===== src/design/rbsi_pkg.sv =====
// Shared types and constants for the ray/box segment intersection block.
`timescale 1ns / 1ps
package rbsi_pkg;

    localparam int POS_W       = 32;
    localparam int DIR_W       = 32;
    localparam int LEN_W       = 31;
    localparam int MAG_W       = 32;
    localparam int NUM_W       = 34;
    localparam int DIR_SHIFT   = 30;
    localparam int QUO_W       = MAG_W + DIR_SHIFT;
    localparam int PROD_W      = 64;
    localparam int C_W         = 36;
    localparam int QUEUE_DEPTH = 4;
    localparam int COORD_WIDTH_DEF = 32;
    localparam int CFG_ADDR_W  = 2;

    localparam logic [1:0] OP_EXIT    = 2'd0;
    localparam logic [1:0] OP_ENTRY   = 2'd1;
    localparam logic [1:0] OP_CONTAIN = 2'd2;

    localparam logic [CFG_ADDR_W-1:0] CFG_SIZE_X = 2'd0;
    localparam logic [CFG_ADDR_W-1:0] CFG_SIZE_Y = 2'd1;
    localparam logic [CFG_ADDR_W-1:0] CFG_SIZE_Z = 2'd2;

    typedef struct packed {
        logic [2:0][LEN_W-1:0] size;
    } t_cfg;

    typedef struct packed {
        logic [1:0]            op;
        logic [2:0][POS_W-1:0] rp;
        logic [2:0][DIR_W-1:0] ud;
        logic [LEN_W-1:0]      len;
        logic [2:0]            nneg;
        logic [2:0]            beyond;
        logic                  inbox;
    } t_pay;

    typedef struct packed {
        t_pay                  pay;
        logic [2:0][MAG_W-1:0] nmag;
    } t_item;

endpackage


===== src/design/rbsi_queue.sv =====
// Short word queue between the front end and the back end.
`timescale 1ns / 1ps
module rbsi_queue #(
    parameter int DEPTH = rbsi_pkg::QUEUE_DEPTH
) (
    input  logic            i_clk,
    input  logic            i_rst_n,
    input  logic            i_push,
    input  rbsi_pkg::t_item i_data,
    input  logic            i_pop,
    output logic            o_full,
    output logic            o_empty,
    output rbsi_pkg::t_item o_data
);
    localparam int PTR_W = (DEPTH > 1) ? $clog2(DEPTH) : 1;
    localparam int CNT_W = $clog2(DEPTH + 1);

    rbsi_pkg::t_item r_mem [DEPTH];
    logic [PTR_W-1:0] r_wr, r_rd;
    logic [CNT_W-1:0] r_cnt;

    assign o_full  = (r_cnt == CNT_W'(DEPTH));
    assign o_empty = (r_cnt == '0);
    assign o_data  = r_mem[r_rd];

    always_ff @(posedge i_clk) begin
        if (!i_rst_n) begin
            r_wr  <= '0;
            r_rd  <= '0;
            r_cnt <= '0;
        end else begin
            if (i_push) begin
                r_wr <= (r_wr == PTR_W'(DEPTH - 1)) ? '0 : r_wr + 1'b1;
            end
            if (i_pop) begin
                r_rd <= (r_rd == PTR_W'(DEPTH - 1)) ? '0 : r_rd + 1'b1;
            end
            if (i_push && !i_pop) begin
                r_cnt <= r_cnt + 1'b1;
            end else if (!i_push && i_pop) begin
                r_cnt <= r_cnt - 1'b1;
            end
        end
    end

    always_ff @(posedge i_clk) begin
        if (i_push) begin
            r_mem[r_wr] <= i_data;
        end
    end

endmodule


===== config.mk =====
export PLATFORM = sky130hd
export DESIGN_NAME = rbsi_queue
export DESIGN_NICKNAME = d
export VERILOG_FILES = /design/src/design/rbsi_pkg.sv /design/src/design/rbsi_queue.sv
export SDC_FILE = /design/constraint.sdc
export NUM_CORES = 1
export LEC_CHECK = 0
export BUFFER_PORTS_ARGS = -buffer_cell sky130_fd_sc_hd__buf_2
export CAP_MARGIN = 0
export CELL_PAD_IN_SITES_DETAIL_PLACEMENT = 0
export CELL_PAD_IN_SITES_GLOBAL_PLACEMENT = 2
export CORE_AREA = 2 2 346 348
export DETAILED_ROUTE_END_ITERATION = 16
export DIE_AREA = 0 0 348 350
export PLACE_DENSITY = 0.82
export SKIP_CTS_REPAIR_TIMING = 1
export SLEW_MARGIN = 25
export SYNTH_ARGS = -nofsm -noshare
export SYNTH_HDL_FRONTEND = slang
export SYNTH_SLANG_ARGS = --single-unit
export TNS_END_PERCENT = 50

===== constraint.sdc =====
create_clock -name i_clk -period 11.95 [get_ports i_clk]
set_input_delay 3.585 -clock i_clk [delete_from_list [all_inputs] [get_ports i_clk]]
set_output_delay 3.585 -clock i_clk [all_outputs]
set_load 0.1 [all_outputs]

## Word-level counts from Yosys, hierarchy flattened

Memories as Yosys holds them, arrays and structs flattened. A register that Yosys moved wholly into a read port is not among the register bits.
Cells that the tools add are included.

- Flip-flop bits (word level): 7
- Memories: 1
- Output and inout bits: 330
- Input port bits: 332
- RAM bits: 1312

- Equal/unequal tests: 3
- Multiplexer cells: 8
- $add $sub $neg: 4
- Reduce and logical (&&, ||, !) cells: 6

Memory list:

| memory | words | bits a word | read ports | clocked after Yosys merged registers in | write ports | line | text |
|---|---|---|---|---|---|---|---|
| r_mem | 4 | 328 | 1 | 1 | 1 | rbsi_queue.sv:18 | `rbsi_pkg::t_item r_mem [DEPTH];` |

Operator list:

| kind | number |
|---|---|
| two-way mux 2 bit | 4 |
| two-way mux 3 bit | 2 |
| adder 2 x 1 -> 2 bit, second input constant | 2 |
| equality test 2 bit, second input constant | 2 |
| adder 3 x 1 -> 3 bit, second input constant | 1 |
| equality test 3 bit, second input constant | 1 |
| zero test 3 bit | 1 |
| subtractor 3 x 1 -> 3 bit, second input constant | 1 |
| logical AND 1 bit | 2 |
| zero test 1 bit | 2 |
| two-way mux 1 bit | 2 |
| nonzero test 2 bit | 1 |

## Longest topological paths before layout

- Word-level depth: 4
- Mapped depth: 7

## Least setup slack after synthesis

Ideal clock, no wire load.

- Kind: input to register
- From: input i_push
- To: memory r_mem[0][0] (netlist name) (enable)
- Setup slack: 0.244 ns
- Stages on the path: 1
- Data required time: 11.219 ns
- Arrival: 10.975 ns
- Cells stage by stage: and2_1

- Longest elaborated chain between the ends: 2

Ends and longest elaborated chain:

| element | line | text |
|---|---|---|
| start, declared | rbsi_queue.sv:8 | `input logic i_push,` |
| two-way mux 1 bit | rbsi_queue.sv:47 | `if (i_push) begin` |
| two-way mux 1 bit (not written as such) | rbsi_queue.sv:48 | `r_mem[r_wr] <= i_data;` |
| end, declared | rbsi_queue.sv:18 |  |

No other way between the ends.

==> key figures <==
Placement
  • Pre-CTS WS: ~5200 ps
  • DP HPWL: slightly below 60000 µm
  • IO Port Bufs: between 600 and 700
  • Area post-placement: around 53000 µm²
  • Placer Congestion: about 0.75

Min path
  • Hold Crit Class: reg2reg

Timing
  • Tmin final: around 7500 ps
  • Final Cycle Share: 0.629
  • Peak Freq: 133 MHz
  • Setup TNS: 0 ps
  • Post-route setup slack: between 4000 and 5000 ps
  • Setup violations, final: 0
  • RSZ-0062 raised after global routing: no
  • Slew margin rel.: 0.189
  • Worst-margin pin slew: roughly 1200 ps
  • Min Hold Slack: between 500 and 600 ps
  • Final hold viol count: 0
  • Max-slew violations: 0
  • Worst Clk Skew: about 20 ps

Drt
  • Metal3 WL: about 8500 µm
  • Met1 WL: 36400 µm
  • Via density: roughly 5.2
  • DRT antenna net count: 0
  • WL/cell: roughly 24 µm
  • Met2 wire length: between 50000 and 60000 µm
  • DRC: 0
  • Routed WL: ~100000 µm
  • Max layer used: met5
  • Initial DRC count: 1491
  • Initial DRT Pass Iterations: 5
  • DR vias: between 20000 and 25000

Synth
  • Number of flops mapped to enable cells by yosys: roughly 1300
  • Mean Syn Cell Area: 27.4 µm²
  • Ys async rst share: 0
  • Syn Std Cell Area: about 48000 µm²
  • Sequential fraction of the synthesis area: 0.822
  • Mapped Nets: approximately 2100
  • Synth cell types: 23
  • Ys flop type: edfxtp_1
  • Flop and latch count out of synthesis: 1321
  • Yosys Warn Count: 0
  • Post-Syn Instances: 1757

Finish
  • Final Util: 0.486
  • Layout cells sized above 1: 0.459
  • FILL cells: ~9400
  • Total Nets Final: 2848
  • Commonest non-fill, non-tap cell in the layout: edfxtp_1
  • Most frequent cells in the layout: edfxtp_1, buf_2, mux4_2, clkbuf_16, clkbuf_1
  • Layout area overhead: 19.0%
  • Post-route design area: roughly 57000 µm²

Power and ir drop
  • VDD IR max: 138 µV
  • Reg power frac: 0.473
  • Leakage power: 0.0190 µW
  • Pint: slightly above 8000 µW
  • Clk network pwr share: 0.361
  • Switching Share: 0.289
  • Combinational fraction of design power: 0.166
  • Switching pwr: about 3300 µW
  • PD cells: ~200 nW/µm²

Setup path
  • CP max-delay cell: dfxtp_4
  • Data arrival, critical path: slightly below 4000 ps
  • Startpoint types: flip-flop
  • Peak fanout along the critical path: between 70 and 80
  • Flop2flop setup slack: around 9000 ps
  • CP Data Required Time: between 8000 and 9000 ps
  • Critical path buffers and inverters: 4
  • Max incr delay on CP: between 600 and 700 ps
  • Crit Path Class: reg2out
  • Crit-path leading delay family: buffers and inverters
  • Worst Setup End Kind: output pin
  • Cells along the critical path: buf_4 > buf_12 > buf_16 > mux4_2 > buf_2

Die
  • Core Rows: 126
  • Chip Width: ~350 µm
  • Core area: between 100000 and 150000 µm²
  • Initial Util: 0.409
  • I/O pins: around 660
  • Die area: approximately 120000 µm²
  • Die height: 350 µm

Clock tree
  • CTS buffer count: roughly 140
  • CTS clk-pin slew, worst paths: 60 ps
  • Worst-Skew Late Latency: approximately 750 ps
  • Clock root buffer: clkbuf_16
  • TritonCTS clock tree: done
  • H-tree level count: 4
  • Clock sink total: roughly 1300
  • CTS max path bufs: 3

Global routing
  • Initial antenna violation count: 39
  • Vias in the first global route: 22800
  • Gr ovfl total: 0
  • Pin count of the biggest net entering global routing: 153
  • First-pass GRT wire length: 145000 µm
  • GR Util All Layers: 0.160

Job
  • Max-cap violations: 0

Status
  • Status: completed
state kept, by name, indices dropped and copies added, names as in the netlist, named ones only:
| signal | cells |
|---|---|
| r_mem | 1312 |
| r_cnt | 3 |
| r_rd | 2 |
| r_wr | 2 |
kinds of logic after synthesis:
logic type | count (synthesis) | share of synthesized area
buf+inv | 77 | 0.0191
mux | 332 | 0.154
xor+xnor | 2 | 0.000364
simple gates | 15 | 0.00187
flops | 1321 | 0.822
compound gates | 3 | 0.000416
fa+ha+maj | 7 | 0.00198
through the flow:
stage / cells / power [µW]
CTS: 4154 / 11500
global route: 4164 / 11700
detailed placement: 3903 / 7360
global placement: 3903 / 7330
floorplan: 1757 / 7070
finish: 4169 / 11400
cell usage after synthesis, drive strengths merged, types with 2 or more instances:
cell,instances,area [µm²]
mux2i,4,40.0
edfxtp,1312,39400
and2,5,31.3
dfxtp,9,180
buf,70,892
mux4,328,7390
inv,4,15.0
clkbuf,3,11.3
nor3,2,10.0
nor2b,5,31.3
ha,6,75.1
metal layers:
metal	up-vias	GRT usage
met5	-	0
met4	54	0.0538
met3	204	0.0633
met2	747	0.272
met1	11300	0.186
li1	9214	-
final timing paths:
check	depth (start not counted)	startpoint	end
max	5	flip-flop	o_data[51]
min	2	r_cnt[2]$_SDFFE_PN0P_	r_cnt[2]$_SDFFE_PN0P_
max reg2reg	5	r_wr[0]$_SDFFE_PN0P_	r_mem[2][7]$_DFFE_PP_
min reg2reg	2	r_cnt[2]$_SDFFE_PN0P_	r_cnt[2]$_SDFFE_PN0P_
power groups by stage:
stage / clock, µW / combinational [µW] / sequential, µW
after floorplan: 0 / 1560 / 5510
after global placement: 0 / 1880 / 5450
after detailed placement: 0 / 1900 / 5460
after CTS: 4210 / 1900 / 5370
after global routing: 4380 / 1950 / 5380
final: 4100 / 1880 / 5370
final cells by class:
type | instances | area, µm² | share of cell area
antenna | 12 | 30.0 | 0.000524
clock buffer | 182 | 3690 | 0.0644
clock inverter | 69 | 683 | 0.0119
inverter | 4 | 15.0 | 0.000262
multi-input combinational | 359 | 7660 | 0.134
sequential | 1321 | 39600 | 0.691
tap | 1536 | 1920 | 0.0335
timing repair buffer | 686 | 3700 | 0.0645
worst register-to-register path, cell delays in order (launching register included):
cell and delay (ps):
dfxtp_1 360, inv_1 100, ha_1 150, and2_4 740
buf_4 650, buf_4 760
Note: power is estimated with default switching activity, not from simulation.
