--- config.mk ---
export PLATFORM = sky130hd
export DESIGN_NAME = rbsi_front
export DESIGN_NICKNAME = d
export VERILOG_FILES = /design/src/design/rbsi_pkg.sv /design/src/design/rbsi_front.sv
export SDC_FILE = /design/constraint.sdc
export NUM_CORES = 1
export LEC_CHECK = 0
export ABC_AREA = 1
export BUFFER_PORTS_ARGS = -buffer_cell sky130_fd_sc_hd__buf_2
export CORE_AREA = 2 2 252 254
export DETAILED_ROUTE_END_ITERATION = 8
export DIE_AREA = 0 0 254 256
export PLACE_DENSITY = 0.61
export REMOVE_ABC_BUFFERS = 1
export SYNTH_ARGS = -nofsm -noshare
export SYNTH_HDL_FRONTEND = slang
export SYNTH_SLANG_ARGS = --single-unit
--- constraint.sdc ---
create_clock -name vclk -period 4.2
set_clock_uncertainty 0.15 [all_clocks]
set_input_delay 0.21 -clock vclk [all_inputs]
set_output_delay 0.21 -clock vclk [all_outputs]
set_load 0.02 [all_outputs]
--- src/design/rbsi_pkg.sv ---
// Shared types and constants for the ray/box segment intersection block.
`timescale 1ns / 1ps
package rbsi_pkg;

    localparam int POS_W       = 32;
    localparam int DIR_W       = 32;
    localparam int LEN_W       = 31;
    localparam int MAG_W       = 32;
    localparam int NUM_W       = 34;
    localparam int DIR_SHIFT   = 30;
    localparam int QUO_W       = MAG_W + DIR_SHIFT;
    localparam int PROD_W      = 64;
    localparam int C_W         = 36;
    localparam int QUEUE_DEPTH = 4;
    localparam int COORD_WIDTH_DEF = 32;
    localparam int CFG_ADDR_W  = 2;

    localparam logic [1:0] OP_EXIT    = 2'd0;
    localparam logic [1:0] OP_ENTRY   = 2'd1;
    localparam logic [1:0] OP_CONTAIN = 2'd2;

    localparam logic [CFG_ADDR_W-1:0] CFG_SIZE_X = 2'd0;
    localparam logic [CFG_ADDR_W-1:0] CFG_SIZE_Y = 2'd1;
    localparam logic [CFG_ADDR_W-1:0] CFG_SIZE_Z = 2'd2;

    typedef struct packed {
        logic [2:0][LEN_W-1:0] size;
    } t_cfg;

    typedef struct packed {
        logic [1:0]            op;
        logic [2:0][POS_W-1:0] rp;
        logic [2:0][DIR_W-1:0] ud;
        logic [LEN_W-1:0]      len;
        logic [2:0]            nneg;
        logic [2:0]            beyond;
        logic                  inbox;
    } t_pay;

    typedef struct packed {
        t_pay                  pay;
        logic [2:0][MAG_W-1:0] nmag;
    } t_item;

endpackage

--- src/design/rbsi_front.sv ---
// Front end: sign extension, face selection, face numerators and containment.
`timescale 1ns / 1ps
module rbsi_front #(
    parameter int COORD_WIDTH = rbsi_pkg::COORD_WIDTH_DEF
) (
    input  logic [1:0]                      i_op,
    input  logic [2:0][rbsi_pkg::POS_W-1:0] i_pos,
    input  logic [2:0][rbsi_pkg::DIR_W-1:0] i_dir,
    input  logic [rbsi_pkg::LEN_W-1:0]      i_len,
    input  rbsi_pkg::t_cfg                  i_cfg,
    output rbsi_pkg::t_item                 o_item
);
    localparam int PW = (COORD_WIDTH < rbsi_pkg::POS_W) ? COORD_WIDTH : rbsi_pkg::POS_W;
    localparam int SH = rbsi_pkg::POS_W - PW;

    always_comb begin
        logic [rbsi_pkg::POS_W-1:0] v_sh;
        logic signed [rbsi_pkg::POS_W-1:0] v_rp;
        logic signed [rbsi_pkg::NUM_W-1:0] v_rpw;
        logic signed [rbsi_pkg::NUM_W-1:0] v_bs;
        logic signed [rbsi_pkg::NUM_W-1:0] v_num;
        logic signed [rbsi_pkg::NUM_W-1:0] v_mag;
        logic v_pos;
        logic v_far;
        o_item = '0;
        o_item.pay.op = i_op;
        o_item.pay.len = i_len;
        o_item.pay.ud = i_dir;
        o_item.pay.inbox = 1'b1;
        for (int a = 0; a < 3; a++) begin
            v_sh  = i_pos[a] << SH;
            v_rp  = $signed(v_sh) >>> SH;
            v_rpw = rbsi_pkg::NUM_W'(v_rp);
            v_bs  = $signed({3'b000, i_cfg.size[a]});
            v_pos = !i_dir[a][rbsi_pkg::DIR_W-1] && (i_dir[a] != '0);
            v_far = (i_op == rbsi_pkg::OP_EXIT) ? v_pos : !v_pos;
            v_num = v_far ? (v_bs - v_rpw) : -v_rpw;
            v_mag = v_num[rbsi_pkg::NUM_W-1] ? -v_num : v_num;
            o_item.pay.rp[a]     = v_rp;
            o_item.pay.nneg[a]   = v_num[rbsi_pkg::NUM_W-1];
            o_item.pay.beyond[a] = v_far ? v_num[rbsi_pkg::NUM_W-1] : v_rp[rbsi_pkg::POS_W-1];
            o_item.nmag[a]       = v_mag[rbsi_pkg::MAG_W-1:0];
            if (v_rp[rbsi_pkg::POS_W-1] || (v_rpw > v_bs)) begin
                o_item.pay.inbox = 1'b0;
            end
        end
    end

endmodule

== Word-level counts from Yosys, hierarchy flattened ==
Index checks and enable logic that the tools add are counted.

* Bits in registers: 0
* Bits in latches: 0
* Memory bits (writable): 0
* Bits in read-only memories: 0
* Input port bits: 318
* Output and inout port bits: 328
* Word-level logic and storage cells: 43
* Memories kept: 0

* $add $sub $neg: 9
* Multipliers: 0
* Div/mod/pow operators: 0
* $lt $le $gt $ge: 3
* Equal/unequal tests: 0
* Shift-type cells: 0
* Mux-type cells: 15
* Bitwise gates (word level): 0
* Reduce and logical (&&, ||, !) cells: 16

{| class="wikitable"
|+ Operators with widths
! kind !! number
|-
| 34-bit 2-to-1 mux || 3
|-
| 32-bit negation with 34-bit output || 3
|-
| 32-bit by 32-bit subtractor with 33-bit output || 3
|-
| 32-bit greater-than comparator || 3
|-
| 32-bit 2-to-1 mux || 3
|-
| 32-bit negation || 3
|-
| 32-bit nonzero test || 3
|-
| 1-bit 2-to-1 mux || 9
|-
| 1-bit logical NOT || 6
|-
| 1-bit logical AND || 3
|-
| 1-bit logical OR || 3
|-
| 2-bit logical NOT || 1
|}

== Longest topological paths before layout ==
Gate-level depths: netlist (run 1).

* Depth in word-level cells: 7
* Gate-level depth with buffers: 24
* Gate-level depth less buffers: 24

== Worst setup path after synthesis (run 1) ==
OpenSTA, ideal clock, no wires.

* Path kind: input to output
* From: input port i_cfg[62] (netlist bit)
* To: output port o_item[65] (netlist bit)
* Arrival: 2.599 ns
* Data required time: 3.840 ns
* Path slack: 1.241 ns
* Stages: 16
* Buffers on the path: 2
* Cell sequence: inv_1 ha_1 fa_1 inv_1 nand3_1 nand3_1 nand2_1 nand3_1 nand2_1 a21oi_1 o21ai_0 nand2_1 inv_2 buf_2 buf_2 o21ai_0

{| class="wikitable"
|+ RTL lines
! item !! line !! source
|-
| start: declaration || rbsi_front.sv:10 || <nowiki>input rbsi_pkg::t_cfg i_cfg,</nowiki>
|-
| end: declaration || rbsi_front.sv:11 || <nowiki>output rbsi_pkg::t_item o_item</nowiki>
|}

==> impl_metrics.tcl, run 1 <==
set metrics [dict create \
    synth_xor_area_frac 0.0699 \
    avgViaCountPerCell 4.68 \
    fmax_ghz 0.265 \
    area_growth_pct 12.8 \
    irDropWorstVdd_uv 103 \
    yosysSeqAreaShare 0 \
    synth_commonest_cells "1,270 x nand2_1, 637 x inv_1, 397 x nor2_1" \
    intPower_mw 1.03 \
    yosysTopAreaCell "nand2_1" \
    die_width_um 254 \
    grt_pass1_wl_mm 116 \
    grt_overflow 0 \
    synth_compound_area_frac 0.0436 \
    tightest_slew_ps 653 \
    worstSetupPathType "in -> out" \
    slowest_stage "nand2_4" \
    syn_inst 3470 \
    cts_resized 0 \
    start_util 0.273 \
    first_global_vias 20024 \
    fp.dieH_um 256 \
    p_seq_frac 0 \
    postRouteAntennaNets 0 \
    crit_chain "buf_2 > nor2_1 > nand2_1 > nor2_1 > nand2_1 > o21ai_2 > nand2_2 > nand2_4 > nand2_1 > nand2_1 > ha_1 > nand2_2 > nor2_4 > nand3_2 > o21ai_4 > nand2_1 > xor2_1 > buf_2" \
    cp-start-kind "primary input" \
    finalCriticalPeriod_ps 3780 \
    grt_max_degree 34 \
    hold_buffers 0 \
    syn_avg_cell_area_um2 4.91 \
    muxShareOfSynthArea 0 \
    combPwrFrac 1.000 \
    ios 646 \
    relSlewSlack 0.560 \
    drt_first_pass_iters 6 \
    drive_above_1_share 0.191 \
    max_stage_delay_ps 380 \
    synth_warnings 0 \
    post-route-util 0.308 \
    clkbuf_count 0 \
    crit_top_cell "nand2_1" \
    grt_usage 0.230 \
    seq_cells 0 \
    coreArea_mm2 0.0624 \
    hpwl_mm 70.7 \
    yosys.cell_types.count 45 \
    rsz0062_at_grt "no" \
    yosysMostFrequentCell "nand2_1" \
    die_area_mm2 0.0650 \
    power_frac_clock 0 \
    required_ps 3840 \
    whs_ps 270 \
    synthAdderAreaFrac 0.0763 \
    synth_area_leaders "nand2_1 28%, inv_1 14%, buf_4 10%" \
    ff_latch_area_um2 0 \
    setup_viol 0 \
    syn_area_mm2 0.0170 \
    gp_congestion 1.00 \
    drv_cap 0 \
    synth_top_family_by_area "simple AND/OR/NAND/NOR gates" \
    yosysTopAreaCellShare 0.280 \
    p_sw_frac 0.698 \
    antenna_found_initial 0 \
    p_leak_nw 11.8 \
    arrival_ps 3420 \
    crit_path_end_kind "output pin" \
    routedWlPerCell_um 16.8 \
    period_share 0.900 \
    holdCritPathClass "in -> out" \
    drcViolationCount 0 \
    hold_viol_final 0 \
    portBuffers 584 \
    postCtsSetupBuffers 0 \
    vias 21797 \
    drv_slew 0 \
    tns_ps 0 \
    status "completed" \
    num_rows 92 \
    path_max_fanout 33 \
    layout.nets 4237 \
    power.density_mw_per_mm2 178 \
    drt_iter0_markers 1540 \
    synth-simple-area-share 0.555 \
    power.switching_mw 2.39 \
    wl_mm 78.3 \
]
[final cells by class]
type	instances	area (µm²)
Multi-Input combinational cell	2572	12700
Timing Repair Buffer	597	3020
Tap cell	846	1060
Fill cell	7495	43200
Inverter	646	2430
Antenna cell	1	2.50
[worst max-delay path: cells and delay by family]
| kind | cells | cell delay, ps |
|---|---|---|
| buf+inv | 2 | 390 |
| simple gates | 12 | 1740 |
| xor+xnor | 1 | 350 |
| compound gates | 2 | 470 |
| fa+ha+maj | 1 | 220 |
[worst paths after layout]
path	from	end	slack (ps)	cells past startpoint
worst max-delay path	i_dir[82]	o_item[84]	420	18
worst min-delay path	i_len[5]	o_item[108]	270	0
[metrics by stage]
stage          setup WS [ps]  instance area (µm²)  cells  power, mW
2_1_floorplan           1120                15100   3218       2.02
3_3_place_gp             396                19200   4661       3.41
3_5_place_dp             406                19200   4661       3.40
4_1_cts                  402                19200   4661       3.42
5_1_grt                  207                19200   4661       3.77
6_report                 420                19200   4662       3.42
[power by group through the flow]
| stage | Clock [mW] | Combinational [mW] | Sequential, mW |
|---|---|---|---|
| 3_3_place_gp | 0 | 3.41 | 0 |
| 2_1_floorplan | 0 | 2.02 | 0 |
| 5_1_grt | 0 | 3.77 | 0 |
| 6_report | 0.0000000318 | 3.42 | 0 |
| 3_5_place_dp | 0 | 3.40 | 0 |
| 4_1_cts | 0 | 3.42 | 0 |
[logic make-up (layout without fill, tap and decap cells)]
group,Yosys count,after routing
compound gates,134,134
xor+xnor,136,136
fa+ha+maj,102,102
buf+inv,898,1243
other cells,0,1
simple gates,2200,2200
[metal layers]
metal	wire, µm	vias up	global-route usage
met3	6230	121	0.0363
met1	33100	9601	0.290
met4	3160	2	0.0801
met5	134	-	0.0165
li1	-	11068	-
met2	35700	1005	0.391
[placed cells by master (no fill, tap or decap), types with 2 or more instances in the layout]
master	count
o21ai_2	8
fa_1	3
nor2_4	12
nor2_2	33
nand3b_1	25
inv_2	8
nor3_1	20
inv_1	637
o21bai_1	3
nand2_1	1270
nand3_2	19
or2_2	2
nand4_1	81
xor2_1	104
buf_4	13
nor4_1	3
o21ai_4	2
and3_1	2
buf_2	584
and2_4	2
nand3_1	280
o21ai_0	42
a21oi_1	53
nand2_4	8
ha_1	99
nor3_2	2
nor2_1	397
nand2_2	33
and2_1	6
xnor2_1	32
o21ai_1	20
Note: power is estimated with default switching activity, not from simulation.
==> run 2, diff against run 1 <==
--- a/config.mk
+++ b/config.mk
@@ -10,7 +10,7 @@
 export CORE_AREA = 2 2 252 254
 export DETAILED_ROUTE_END_ITERATION = 8
 export DIE_AREA = 0 0 254 256
-export PLACE_DENSITY = 0.61
+export PLACE_DENSITY = 0.51
 export REMOVE_ABC_BUFFERS = 1
 export SYNTH_ARGS = -nofsm -noshare
 export SYNTH_HDL_FRONTEND = slang
==> constraint.sdc (replaced) <==
create_clock -name vclk -period 4.9
set_clock_uncertainty 0.15 [all_clocks]
set_input_delay 0.245 -clock vclk [all_inputs]
set_output_delay 0.245 -clock vclk [all_outputs]
set_load 0.02 [all_outputs]
==> run 2 against run 1 <==
Against the previous run:
- wire length fell by 0.81%
- setup slack improved by 540 ps
- non-clock buffer count fell by 10
- global-route usage fell by 0.38 points
- largest power group unchanged
- highest routed layer is now met4
==> impl_metrics.tcl, run 2 (synthesized netlist as in run 1, its figures left out) <==
set metrics [dict create \
    hold_viol_final 0 \
    place_area_mm2 0.0191 \
    gp_congestion 1.02 \
    num_rows 92 \
    post-route-util 0.307 \
    crit_path_end_kind "output pin" \
    dp.cells 4651 \
    postRouteAntennaNets 0 \
    wl_mm 77.7 \
    coreArea_mm2 0.0624 \
    relSlewSlack 0.553 \
    cp-start-kind "primary input" \
    finalNonFillerCells 4651 \
    finalPower_mw 2.93 \
    drt_first_pass_iters 5 \
    ff_latch_area_um2 0 \
    die_width_um 254 \
    fmax_ghz 0.254 \
    worst-path-buf-inv 6 \
    drt_iter0_markers 1441 \
    drcViolationCount 0 \
    vias 21390 \
    clkbuf_count 0 \
    antenna_found_initial 1 \
    path_max_fanout 33 \
    worstSetupPathType "in -> out" \
    area_growth_pct 12.3 \
    final_cell_mix "1,270 x nand2_1, 637 x inv_1, 584 x buf_2" \
    holdCritPathClass "in -> out" \
    irDropWorstVdd_uv 76.4 \
    crit_top_cell "nand2_1" \
    grt_usage 0.226 \
    max_stage_delay_ps 430 \
    cpLargestDelayFamily "buffers and inverters" \
    seq_cells 0 \
    die_area_mm2 0.0650 \
    status "completed" \
    slowest_stage "inv_2" \
    power.density_mw_per_mm2 153 \
    avgViaCountPerCell 4.60 \
    postCtsSetupBuffers 0 \
    grt_max_degree 43 \
    tns_ps 0 \
    fp.dieH_um 256 \
    period_share 0.804 \
    fillerInstances 7587 \
    start_util 0.273 \
    arrival_ps 3550 \
    rsz0062_at_grt "no" \
    fin_area_mm2 0.0191 \
    diodes 0 \
    tightest_slew_ps 667 \
    drv_slew 0 \
    portBuffers 584 \
    first_global_vias 19772 \
    crit_chain "buf_2 > inv_1 > ha_1 > nand2_1 > inv_1 > nand2_1 > nand2_1 > nand2_1 > nand2_1 > a21oi_1 > a21oi_1 > o21ai_0 > nand2_1 > buf_4 > inv_2 > o21ai_1 > nand2_1 > xor2_1 > buf_2" \
    drv_cap 0 \
    finalCriticalPeriod_ps 3940 \
    hpwl_mm 69.4 \
    grt_pass1_wl_mm 114 \
    setup_viol 0 \
    hold_buffers 0 \
    p_leak_nw 11.8 \
    cts_resized 0 \
    layout.nets 4227 \
    required_ps 4510 \
    routedWlPerCell_um 16.7 \
    ios 646 \
    final_common_cell "nand2_1" \
    drive_above_1_share 0.189 \
    grt_overflow 0 \
]
==> run 2: cell count changes in the layout (fill, tap and decap cells not counted), sizes merged <==
cell / change
buf: -10
diode: -1
==> run 2: through the flow <==
| stage | worst slack [ps] | hold WS, ps |
|---|---|---|
| after floorplan | 1750 | 340 |
| after global placement | 936 | 340 |
| after detailed placement | 929 | 340 |
| after CTS | 912 | 340 |
| after global routing | 591 | 340 |
| final | 958 | 340 |
==> run 2: final timing paths <==
kind              cells after the start       from          end  slack [ps]
hold / removal                        0   i_len[2]  o_item[105]         340
setup / recovery                     19  i_pos[79]   o_item[84]         960
==> run 2: final cells by class <==
class	instances	area (µm²)	area share
Tap cell	846	1060	0.0553
Multi-Input combinational cell	2572	12700	0.664
Inverter	646	2430	0.127
Timing Repair Buffer	587	2950	0.154
==> run 2: routing by layer <==
layer / GRT usage / vias to the layer above / wire length, µm
met2: 0.390 / 798 / 35700
met1: 0.293 / 9477 / 34100
met4: 0.0619 / 0 / 2460
met5: 0 / - / 0
li1: - / 11026 / -
met3: 0.0276 / 89 / 5380
==> run 2: power breakdown <==
part | switching [mW] | leakage, nW | total, mW | internal, mW
Sequential | 0 | 0 | 0 | 0
Combinational | 2.05 | 11.8 | 2.93 | 0.877
Clock | 0 | 0 | 0 | 0
